File: src/hdl/fke_pkg.sv
// Shared types and constants for the IP flow key extractor.
// No dependencies; used by every module of the block.
package fke_pkg;

    localparam logic [3:0] VER_IPV4 = 4'h4;
    localparam logic [3:0] VER_IPV6 = 4'h6;

    localparam logic [7:0] PROTO_ICMP    = 8'd1;
    localparam logic [7:0] PROTO_IGMP    = 8'd2;
    localparam logic [7:0] PROTO_TCP     = 8'd6;
    localparam logic [7:0] PROTO_UDP     = 8'd17;
    localparam logic [7:0] PROTO_UDPLITE = 8'd136;

    localparam logic [5:0] V6_TRANSPORT_OFFSET = 6'd40;
    localparam logic [6:0] TCP_FLAGS_OFFSET    = 7'd13;

    localparam int unsigned OUT_DATA_W = 304;
    localparam int unsigned OUT_USER_W = 2;

    typedef enum logic [1:0] {
        VK_UNKNOWN = 2'd0,
        VK_IPV4    = 2'd1,
        VK_IPV6    = 2'd2
    } ver_kind_t;

    // One classified byte: what the back end must do with it.
    typedef struct packed {
        logic [7:0] data;
        logic       eop;
        ver_kind_t  kind;
        logic       cap_proto;
        logic       cap_src;
        logic       cap_dst;
        logic       cap_port;
        logic       cap_flags;
        logic [3:0] addr_idx;   // byte of the 128-bit address, 0 = most significant
        logic [1:0] port_idx;   // byte of the four transport bytes
    } fke_op_t;

endpackage

File: src/hdl/ip_flow_key_extractor.sv
// IP flow key extractor: one packet byte per beat in, one flow record per packet out.
// Throughput is one byte per cycle while the queue has room; the back end retires one
// queued byte per cycle. tlast passes the queue, then the output register, to m_tvalid.
// A record waiting in the output register stalls only end-of-packet bytes; others drain.
// aresetn is synchronous and active low; it empties the queue and clears all fields.
module ip_flow_key_extractor #(
    parameter int unsigned QUEUE_DEPTH = 4
) (
    input  logic         aclk,
    input  logic         aresetn,
    // Input stream: one packet byte per beat, starting at the first IP header byte.
    input  logic         s_tvalid,
    output logic         s_tready,
    input  logic [7:0]   s_tdata,   // [7:0] pkt_byte
    input  logic         s_tlast,   // end_of_packet
    // Result stream: one flow record per packet.
    output logic         m_tvalid,
    input  logic         m_tready,
    // From bit 0 up: protocol[7:0], src_high[71:8], src_low[135:72], dst_high[199:136],
    // dst_low[263:200], first_port[279:264], second_port[295:280], tcp_flags[303:296].
    output logic [303:0] m_tdata,
    output logic [1:0]   m_tuser    // [0] status, [1] addr_family
);
    import fke_pkg::*;

    // The front end classifies each byte as it is accepted: it knows the offset
    // within the packet, the version and the header length, so it can say which
    // field (if any) the byte belongs to. Several fields may claim the same byte
    // when the header length field is unusually small.
    fke_op_t front_op;
    fke_op_t back_op;
    logic    s_accept;
    logic    q_can_pop;
    logic    back_take;

    assign s_accept = s_tvalid && s_tready;

    fke_front u_front (
        .aclk    (aclk),
        .aresetn (aresetn),
        .byte_in (s_tdata),
        .eop_in  (s_tlast),
        .accept  (s_accept),
        .op      (front_op)
    );

    // The queue decouples the two halves, so a record waiting on the output
    // does not immediately push back on the incoming byte stream.
    fke_queue #(
        .DEPTH (QUEUE_DEPTH)
    ) u_queue (
        .aclk     (aclk),
        .aresetn  (aresetn),
        .push     (s_accept),
        .push_op  (front_op),
        .can_push (s_tready),
        .pop      (back_take),
        .pop_op   (back_op),
        .can_pop  (q_can_pop)
    );

    // The back end writes each byte into the captured fields; on the last byte
    // of a packet it decodes the protocol, loads the output register with the
    // record and clears the fields for the next packet.
    fke_back u_back (
        .aclk      (aclk),
        .aresetn   (aresetn),
        .op        (back_op),
        .op_valid  (q_can_pop),
        .op_take   (back_take),
        .rec_valid (m_tvalid),
        .rec_ready (m_tready),
        .rec_data  (m_tdata),
        .rec_user  (m_tuser)
    );

endmodule

File: src/hdl/fke_front.sv
// Front end: tracks the byte offset, version and header length, and tags each byte
// with the fields it lands in. Depends on fke_pkg.
module fke_front (
    input  logic            aclk,
    input  logic            aresetn,
    input  logic [7:0]      byte_in,
    input  logic            eop_in,
    input  logic            accept,
    output fke_pkg::fke_op_t op
);
    import fke_pkg::*;

    logic [15:0] off_reg, off_next;
    logic [3:0]  ver_reg, ver_next;
    logic [3:0]  hw_reg, hw_next;

    logic        first_byte;
    logic [3:0]  ver;
    logic [3:0]  hw;
    logic        is_v4, is_v6;
    logic [5:0]  base;
    logic [15:0] base_w;
    logic [15:0] rel;
    logic [6:0]  flags_off;

    always_comb begin
        first_byte = (off_reg == 16'd0);
        ver        = first_byte ? byte_in[7:4] : ver_reg;
        hw         = first_byte ? byte_in[3:0] : hw_reg;
        is_v4      = (ver == VER_IPV4);
        is_v6      = (ver == VER_IPV6);
        base       = is_v4 ? {hw, 2'b00} : V6_TRANSPORT_OFFSET;
        base_w     = {10'd0, base};
        rel        = off_reg - base_w;
        flags_off  = {1'b0, base} + TCP_FLAGS_OFFSET;

        op.data      = byte_in;
        op.eop       = eop_in;
        op.kind      = is_v4 ? VK_IPV4 : (is_v6 ? VK_IPV6 : VK_UNKNOWN);
        op.cap_proto = (is_v4 && off_reg == 16'd9) || (is_v6 && off_reg == 16'd6);
        op.cap_src   = (is_v4 && off_reg >= 16'd12 && off_reg <= 16'd15)
                    || (is_v6 && off_reg >= 16'd8 && off_reg <= 16'd23);
        op.cap_dst   = (is_v4 && off_reg >= 16'd16 && off_reg <= 16'd19)
                    || (is_v6 && off_reg >= 16'd24 && off_reg <= 16'd39);
        op.cap_port  = (is_v4 || is_v6) && (off_reg >= base_w) && (rel < 16'd4);
        op.cap_flags = is_v4 && (off_reg == {9'd0, flags_off});
        // IPv4 addresses sit in the lowest four bytes of the 128-bit word.
        // IPv6 source starts at 8 and destination at 24, both 8 modulo 16.
        op.addr_idx  = is_v4 ? {2'b11, off_reg[1:0]} : (off_reg[3:0] - 4'd8);
        op.port_idx  = rel[1:0];
    end

    always_comb begin
        off_next = off_reg;
        ver_next = ver_reg;
        hw_next  = hw_reg;
        if (accept) begin
            if (eop_in) begin
                off_next = 16'd0;
                ver_next = 4'd0;
                hw_next  = 4'd0;
            end else begin
                if (off_reg != 16'hFFFF) begin
                    off_next = off_reg + 16'd1;
                end
                ver_next = ver;
                hw_next  = hw;
            end
        end
    end

    always_ff @(posedge aclk) begin
        if (!aresetn) begin
            off_reg <= 16'd0;
            ver_reg <= 4'd0;
            hw_reg  <= 4'd0;
        end else begin
            off_reg <= off_next;
            ver_reg <= ver_next;
            hw_reg  <= hw_next;
        end
    end

endmodule

File: src/hdl/fke_queue.sv
// Short queue of classified bytes between front and back end.
// Depends on fke_pkg for the entry type.
module fke_queue #(
    parameter int unsigned DEPTH = 4
) (
    input  logic             aclk,
    input  logic             aresetn,
    input  logic             push,
    input  fke_pkg::fke_op_t push_op,
    output logic             can_push,
    input  logic             pop,
    output fke_pkg::fke_op_t pop_op,
    output logic             can_pop
);
    import fke_pkg::*;

    localparam int unsigned PTR_W = (DEPTH > 1) ? $clog2(DEPTH) : 1;
    localparam int unsigned CNT_W = $clog2(DEPTH + 1);
    localparam logic [PTR_W-1:0] LAST = PTR_W'(DEPTH - 1);
    localparam logic [CNT_W-1:0] FULL = CNT_W'(DEPTH);

    fke_op_t          entry_reg [DEPTH];
    logic [PTR_W-1:0] wr_ptr_reg, wr_ptr_next;
    logic [PTR_W-1:0] rd_ptr_reg, rd_ptr_next;
    logic [CNT_W-1:0] count_reg, count_next;

    assign can_push = (count_reg != FULL);
    assign can_pop  = (count_reg != '0);
    assign pop_op   = entry_reg[rd_ptr_reg];

    always_comb begin
        wr_ptr_next = wr_ptr_reg;
        rd_ptr_next = rd_ptr_reg;
        count_next  = count_reg;
        if (push) begin
            wr_ptr_next = (wr_ptr_reg == LAST) ? '0 : wr_ptr_reg + PTR_W'(1);
        end
        if (pop) begin
            rd_ptr_next = (rd_ptr_reg == LAST) ? '0 : rd_ptr_reg + PTR_W'(1);
        end
        if (push && !pop) begin
            count_next = count_reg + CNT_W'(1);
        end else if (pop && !push) begin
            count_next = count_reg - CNT_W'(1);
        end
    end

    always_ff @(posedge aclk) begin
        if (push) begin
            entry_reg[wr_ptr_reg] <= push_op;
        end
    end

    always_ff @(posedge aclk) begin
        if (!aresetn) begin
            wr_ptr_reg <= '0;
            rd_ptr_reg <= '0;
            count_reg  <= '0;
        end else begin
            wr_ptr_reg <= wr_ptr_next;
            rd_ptr_reg <= rd_ptr_next;
            count_reg  <= count_next;
        end
    end

endmodule

File: src/hdl/fke_back.sv
// Back end: applies classified bytes to the captured fields and builds the flow
// record into the output register at the end of a packet. Depends on fke_pkg.
module fke_back (
    input  logic                              aclk,
    input  logic                              aresetn,
    input  fke_pkg::fke_op_t                  op,
    input  logic                              op_valid,
    output logic                              op_take,
    output logic                              rec_valid,
    input  logic                              rec_ready,
    output logic [fke_pkg::OUT_DATA_W-1:0]    rec_data,
    output logic [fke_pkg::OUT_USER_W-1:0]    rec_user
);
    import fke_pkg::*;

    logic [7:0]       proto_reg, proto_next;
    logic [15:0][7:0] src_reg, src_next;
    logic [15:0][7:0] dst_reg, dst_next;
    logic [3:0][7:0]  port_reg, port_next;
    logic [7:0]       flags_reg, flags_next;

    logic                  out_valid_reg, out_valid_next;
    logic [OUT_DATA_W-1:0] out_data_reg, out_data_next;
    logic [OUT_USER_W-1:0] out_user_reg, out_user_next;

    logic [7:0]       cap_proto_v;
    logic [15:0][7:0] cap_src_v, cap_dst_v;
    logic [3:0][7:0]  cap_port_v;
    logic [7:0]       cap_flags_v;
    logic             out_free;
    logic             st, fam;
    logic [7:0]       r_proto, r_flags;
    logic [63:0]      r_sh, r_sl, r_dh, r_dl;
    logic [15:0]      r_p0, r_p1;

    assign out_free = !out_valid_reg || rec_ready;
    assign op_take  = op_valid && (!op.eop || out_free);

    // Field values including this byte.
    always_comb begin
        cap_proto_v = proto_reg;
        cap_src_v   = src_reg;
        cap_dst_v   = dst_reg;
        cap_port_v  = port_reg;
        cap_flags_v = flags_reg;
        if (op.cap_proto) begin
            cap_proto_v = op.data;
        end
        if (op.cap_src) begin
            cap_src_v[4'd15 - op.addr_idx] = op.data;
        end
        if (op.cap_dst) begin
            cap_dst_v[4'd15 - op.addr_idx] = op.data;
        end
        if (op.cap_port) begin
            cap_port_v[op.port_idx] = op.data;
        end
        if (op.cap_flags) begin
            cap_flags_v = op.data;
        end
    end

    // Record assembly from the updated fields.
    always_comb begin
        st      = 1'b1;
        fam     = 1'b0;
        r_proto = 8'd0;
        r_sh    = 64'd0;
        r_sl    = 64'd0;
        r_dh    = 64'd0;
        r_dl    = 64'd0;
        r_p0    = 16'd0;
        r_p1    = 16'd0;
        r_flags = 8'd0;
        unique case (op.kind)
            VK_IPV4: begin
                st      = 1'b0;
                r_proto = cap_proto_v;
                r_sl    = cap_src_v[7:0];
                r_dl    = cap_dst_v[7:0];
                if (cap_proto_v == PROTO_TCP || cap_proto_v == PROTO_UDP
                        || cap_proto_v == PROTO_UDPLITE) begin
                    r_p0 = {cap_port_v[0], cap_port_v[1]};
                    r_p1 = {cap_port_v[2], cap_port_v[3]};
                    if (cap_proto_v == PROTO_TCP) begin
                        r_flags = cap_flags_v;
                    end
                end else if (cap_proto_v == PROTO_ICMP) begin
                    r_p0 = {8'd0, cap_port_v[0]};
                    r_p1 = {8'd0, cap_port_v[1]};
                end else if (cap_proto_v == PROTO_IGMP) begin
                    r_p0 = {8'd0, cap_port_v[0]};
                end
            end
            VK_IPV6: begin
                st      = 1'b0;
                fam     = 1'b1;
                r_proto = cap_proto_v;
                r_sh    = cap_src_v[15:8];
                r_sl    = cap_src_v[7:0];
                r_dh    = cap_dst_v[15:8];
                r_dl    = cap_dst_v[7:0];
                if (cap_proto_v == PROTO_TCP || cap_proto_v == PROTO_UDP) begin
                    r_p0 = {cap_port_v[0], cap_port_v[1]};
                    r_p1 = {cap_port_v[2], cap_port_v[3]};
                end
            end
            default: begin
                st = 1'b1;
            end
        endcase
    end

    always_comb begin
        proto_next     = proto_reg;
        src_next       = src_reg;
        dst_next       = dst_reg;
        port_next      = port_reg;
        flags_next     = flags_reg;
        out_valid_next = out_valid_reg && !rec_ready;
        out_data_next  = out_data_reg;
        out_user_next  = out_user_reg;
        if (op_take) begin
            if (op.eop) begin
                // Fields start from zero for the next packet.
                proto_next     = '0;
                src_next       = '0;
                dst_next       = '0;
                port_next      = '0;
                flags_next     = '0;
                out_valid_next = 1'b1;
                out_data_next  = {r_flags, r_p1, r_p0, r_dl, r_dh, r_sl, r_sh, r_proto};
                out_user_next  = {fam, st};
            end else begin
                proto_next = cap_proto_v;
                src_next   = cap_src_v;
                dst_next   = cap_dst_v;
                port_next  = cap_port_v;
                flags_next = cap_flags_v;
            end
        end
    end

    always_ff @(posedge aclk) begin
        if (!aresetn) begin
            proto_reg     <= '0;
            src_reg       <= '0;
            dst_reg       <= '0;
            port_reg      <= '0;
            flags_reg     <= '0;
            out_valid_reg <= 1'b0;
        end else begin
            proto_reg     <= proto_next;
            src_reg       <= src_next;
            dst_reg       <= dst_next;
            port_reg      <= port_next;
            flags_reg     <= flags_next;
            out_valid_reg <= out_valid_next;
        end
    end

    always_ff @(posedge aclk) begin
        out_data_reg <= out_data_next;
        out_user_reg <= out_user_next;
    end

    assign rec_valid = out_valid_reg;
    assign rec_data  = out_data_reg;
    assign rec_user  = out_user_reg;

endmodule

File: config.mk
export PLATFORM = sky130hd
export DESIGN_NAME = ip_flow_key_extractor
export DESIGN_NICKNAME = d
export VERILOG_FILES = /design/src/hdl/fke_pkg.sv /design/src/hdl/ip_flow_key_extractor.sv /design/src/hdl/fke_front.sv /design/src/hdl/fke_queue.sv /design/src/hdl/fke_back.sv
export SDC_FILE = /design/constraint.sdc
export NUM_CORES = 1
export LEC_CHECK = 0
export ABC_CLOCK_PERIOD_IN_PS = 26700
export BUFFER_PORTS_ARGS = -buffer_cell sky130_fd_sc_hd__buf_4
export CORE_MARGIN = 2
export CORE_UTILIZATION = 64
export CTS_CLUSTER_DIAMETER = 60
export DETAILED_ROUTE_END_ITERATION = 6
export GPL_ROUTABILITY_DRIVEN = 0
export HOLD_SLACK_MARGIN = 0.08
export PLACE_DENSITY_LB_ADDON = 0.12
export SYNTH_ARGS = -nofsm -noshare
export SYNTH_HDL_FRONTEND = slang
export SYNTH_HIERARCHICAL = 1
export SYNTH_SLANG_ARGS = --single-unit
File: constraint.sdc
create_clock -name aclk -period 26.7 [get_ports aclk]
set_input_delay 0 -clock aclk [delete_from_list [all_inputs] [get_ports aclk]]
set_output_delay 0 -clock aclk [all_outputs]
set_load 0.03 [all_outputs]
Yosys cells after proc, flatten, opt, wreduce, memory -nomap -nowiden:

Memory sizes are Yosys's and may differ from the RTL's. A register that Yosys moved wholly into a read port is not among the register bits.
Cells that the tools add are included.

* bits in registers: 642
* memory bits (writable): 88
* input port bits: 13
* output and inout port bits: 308
* memories kept: 1

* add/sub/neg operators: 9
* $lt $le $gt $ge: 14
* equal/unequal tests: 16
* muxes and demuxes: 48
* reductions and logical operators: 41

Memories
* u_queue.entry_reg: depth 4, bits a word 22, rd ports 1, clocked after Yosys merged registers in 1, write ports 1, RTL line fke_queue.sv:22 `fke_op_t entry_reg [DEPTH];`

Operators by type and width (number)
* $mux W128: 4
* $bwmux W128: 2
* $mux W16: 7
* $mux W32: 2
* $mux W8: 8
* $pmux W16 S2: 2
* $bwmux W32: 1
* $demux W8 S4: 1
* $ge A16 B4 Y1 const B: 2
* $ge A16 B5 Y1 const B: 2
* $le A16 B5 Y1 const B: 2
* $logic_and A1 B1 Y1: 20
* $mux W4: 5
* $add A16 B1 Y16 const B: 1
* $demux W8 S2: 1
* $eq A16 B3 Y1 const B: 1
* $eq A16 B4 Y1 const B: 1
* $eq A16 B7 Y1: 1
* $ge A16 B6 Y1: 1
* $le A16 B4 Y1 const B: 1
* $le A16 B6 Y1 const B: 1
* $logic_not A16 Y1: 1
* $lt A16 B3 Y1 const B: 1
* $ne A16 B16 Y1 const B: 1
* other kinds (31): 59

Logic depth before layout (Yosys ltp):

* depth after elaboration: 10
* depth in mapped cells: 14
* depth with buffers taken out: 13

Hierarchy:

Netlist, hierarchy kept.

Modules (own cells, without submodules)
* fke_back: times used 1, cells an instance 2321, area an instance 25884.8 µm², sequential area each 15294.7 µm²
* fke_queue: times used 1, cells an instance 159, area an instance 3637.2 µm², sequential area each 2822.7 µm²
* fke_front: times used 1, cells an instance 243, area an instance 1948.1 µm², sequential area each 480.5 µm²
* ip_flow_key_extractor: times used 1, cells an instance 1, area an instance 6.3 µm², sequential area each 0.0 µm²

Least setup slack after synthesis:

Ideal clock, no wire load.

* path type: flip-flop to flip-flop
* start point: register with a tool-made name
* end point: register u_back.out_data_reg[0], in the netlist u_back/rec_data[0], enable pin
* arrival: 8.770 ns
* data required time: 25.990 ns
* path slack: 17.221 ns
* cell stages (with the launch flop): 7
* path buffers: 4
* clock period less this slack: 9.479 ns
* cell sequence: dfxtp_1 > buf_6 > mux4_2 > clkbuf_1 > clkbuf_1 > buf_1 > and3_1

RTL lines
* end signal, assigned: RTL line fke_back.sv:163 `out_data_reg <= out_data_next;`
* end, declared: RTL line fke_back.sv:23 `logic [OUT_DATA_W-1:0] out_data_reg, out_data_next;`

==> out/qor.txt <==
Synth top cells by count = nor2b_1 (402), edfxtp_1 (394), dfxtp_1 (338), a22oi_1 (287), nand2_1 (202)
IO Pins = 321
Synth Warn # = 6
synthesized cell area = 31500 um2
EDFF count, synth = 394
power per cell area = 123 nW/um2
final slew viol count = 0
remaining routing DRC violations = 3
first-pass GRT wire length = 127000 um
final hold violations = 0
crit path max fanout = 18
CTS max path bufs = 3
max reg flops = 304
CTS tree = built
Starting DRT DRC Count = 2522
RSZ-0062 raised after global routing = false
total negative setup slack = 0 ps
CTS clk-pin slew, worst paths = 60 ps
startpoint types = register
# diodes = 0
type of the worst setup path = register to register
period utilization = 16.6%
Tot GR Track Use = 32.8%
H-tree depth = 3
worst-margin pin slew = 1180 ps
Area contributors post-synth = edfxtp_1 (38%), dfxtp_1 (21%), nor2b_1 (8.0%)
Yosys top cell by area = edfxtp_1
CTS Buf Count = 72
initial core utilization = 64.6%
Peak VDD IR = 0.000112 V
Root Buffer = clkbuf_16
mux contribution to synthesized area = 8.04%
final worst clock skew = 25.6 ps
final setup fails = 0
Simple-Gate Fraction of Synth Area = 15.9%
Pre-antenna DRT Iters = 7
outcome = finished, violations left
drt wl/cell = 23.3 um
cts hold-fix bufs = 11
Lkg Pwr = 12.0 nW
initial antenna violation count = 0
Compound-Gate Fraction of Synth Area = 12.6%
vias in the first global route = 22000
Std-Cell Rows = 81
Nets = 2972
Worst Path Required = 27040 ps
Max Clk Rate = 226 MHz
area occupied by multi-input gates = 12000 um2
Unique masters post-synth = 74
Setup Buffers After CTS = 0
Yosys top cell area share = 37.6%
count leader, synth = nor2b_1
Core Region = 48700 um2
P&R area growth vs syn = 16.2%
post-synthesis sequential area ratio = 59.1%
Yosys reg bits = 732
post-CTS sizing = 0
# clock sinks = 732
largest net degree at the start of global routing = 181
Hold Path Class = primary input to register
share of cells above drive strength 1 = 18.2%
fraction of registers with async set/reset = 0%
die area = 51000 um2
max_cap viols = 0
clk_lat worst skew = 610 ps
Avg Inst Size Synth = 11.6 um2
Seq. cell area = 18600 um2
Filler cells = 3198
Port Buf Inserts = 320
Post-Synth Adder-Cell Area = 0.660%
ys flop type = edfxtp_1
detailed-route via count = 23000
Post-DP HPWL = 51500 um
failing checks = DRC
CP endpoint kind = register
Die X-Extent = 226 um
via density per instance = 6.28
CP Data Arrival Time = 4770 ps
Layout Utilization = 75.1%
die height = 226 um
Synth Instances = 2724
GR Overflow Total = 0
WL final = 85300 um
largest family of logic cells by synthesized area = simple AND/OR/NAND/NOR gates
min cycle time layout = 4430 ps
Post-Synth XOR/XNOR Area = 0.640%
worst relative slew slack = 21.6%
antenna-violating nets left = 0
Net Count, Synth = 2753
-- metal layers --
layer | track usage [%] | up-vias | share of wire (%)
li1 | - | 10300 | -
met1 | 43.2 | 11200 | 39
met2 | 52.9 | 1278 | 48
met3 | 6.32 | 229 | 9.4
met4 | 14.7 | 0 | 4.1
met5 | 0 | - | 0
-- power by group --
group	switching, mW	total (mW)	leakage (nW)	internal (mW)
Sequential	0.103	1.59	6.51	1.49
Clock	0.421	1.01	1.16	0.593
Combinational	1.42	1.90	4.31	0.483
Total	1.95	4.51	12.0	2.57
-- cells in the final DEF (no fill, tap or decap), types with 41 or more instances in the layout --
cell       instances
a21boi_0          52
a21oi_1           70
a22oi_1          287
buf_4            349
clkbuf_16         79
dfxtp_1          338
edfxtp_1         394
mux2i_1          197
nand2_1          201
nor2_1           126
nor2b_1          394
nor3_1            48
o21ai_0           80
o21ai_1           41
-- worst max-delay path, cell delays in order, from the launching register on --
cell and delay, ps:
dfxtp_1 440, inv_1 150, ha_1 190, nor4b_1 490, nand4b_4 400, mux2_4 470
inv_1 170, nand2_1 80, ha_1 340, nand4_1 110, nor4b_1 60, a31o_2 280
or4_4 480, a2111oi_2 480
-- through the flow --
step / cell area (um2) / worst slack, ps / instances / hold slack, ps / power (mW)
final: 36600 / 22270 / 3667 / 170 / 4.51
after global routing: 36600 / 21950 / 3667 / 188 / 4.65
after CTS: 36600 / 22290 / 3667 / 145 / 4.49
after detailed placement: 34100 / 22330 / 3522 / 232 / 3.48
after global placement: 34100 / 22430 / 3522 / 221 / 3.45
after floorplan: 31500 / 17220 / 2724 / 122 / 2.84
-- cells by family after synthesis --
group,after synthesis
xor gates and xnor gates,23
muxes,223
DFF,732
adders and majority gates,16
AOI/OAI and AO/OA,583
buffers and inverters,236
and+or+nand+nor,911
-- final cells by class --
type                       instances  area share (%)
tap                              664            2.27
multi-input combinational       1756            32.7
clock buffer                      97            5.65
inverter                          20           0.205
sequential                       732            50.8
clock inverter                    37           0.852
timing repair buffer             361            7.49
-- final timing paths --
| path | endpoint | depth (start not counted) | start | slack [ps] |
|---|---|---|---|---|
| worst max register to register | u_queue/entry_reg[3][7] | 13 | u_front/off_reg[0] | 22270 |
| worst max-delay path | u_queue/entry_reg[3][7] | 13 | u_front/off_reg[0] | 22270 |
| worst min-delay path | u_queue/entry_reg[3][17] | 2 | s_tdata[3] | 170 |
| worst min register to register | u_front/hw_reg[3] | 2 | u_front/hw_reg[3] | 500 |
No activity file was read; power rests on OpenSTA's default activity.
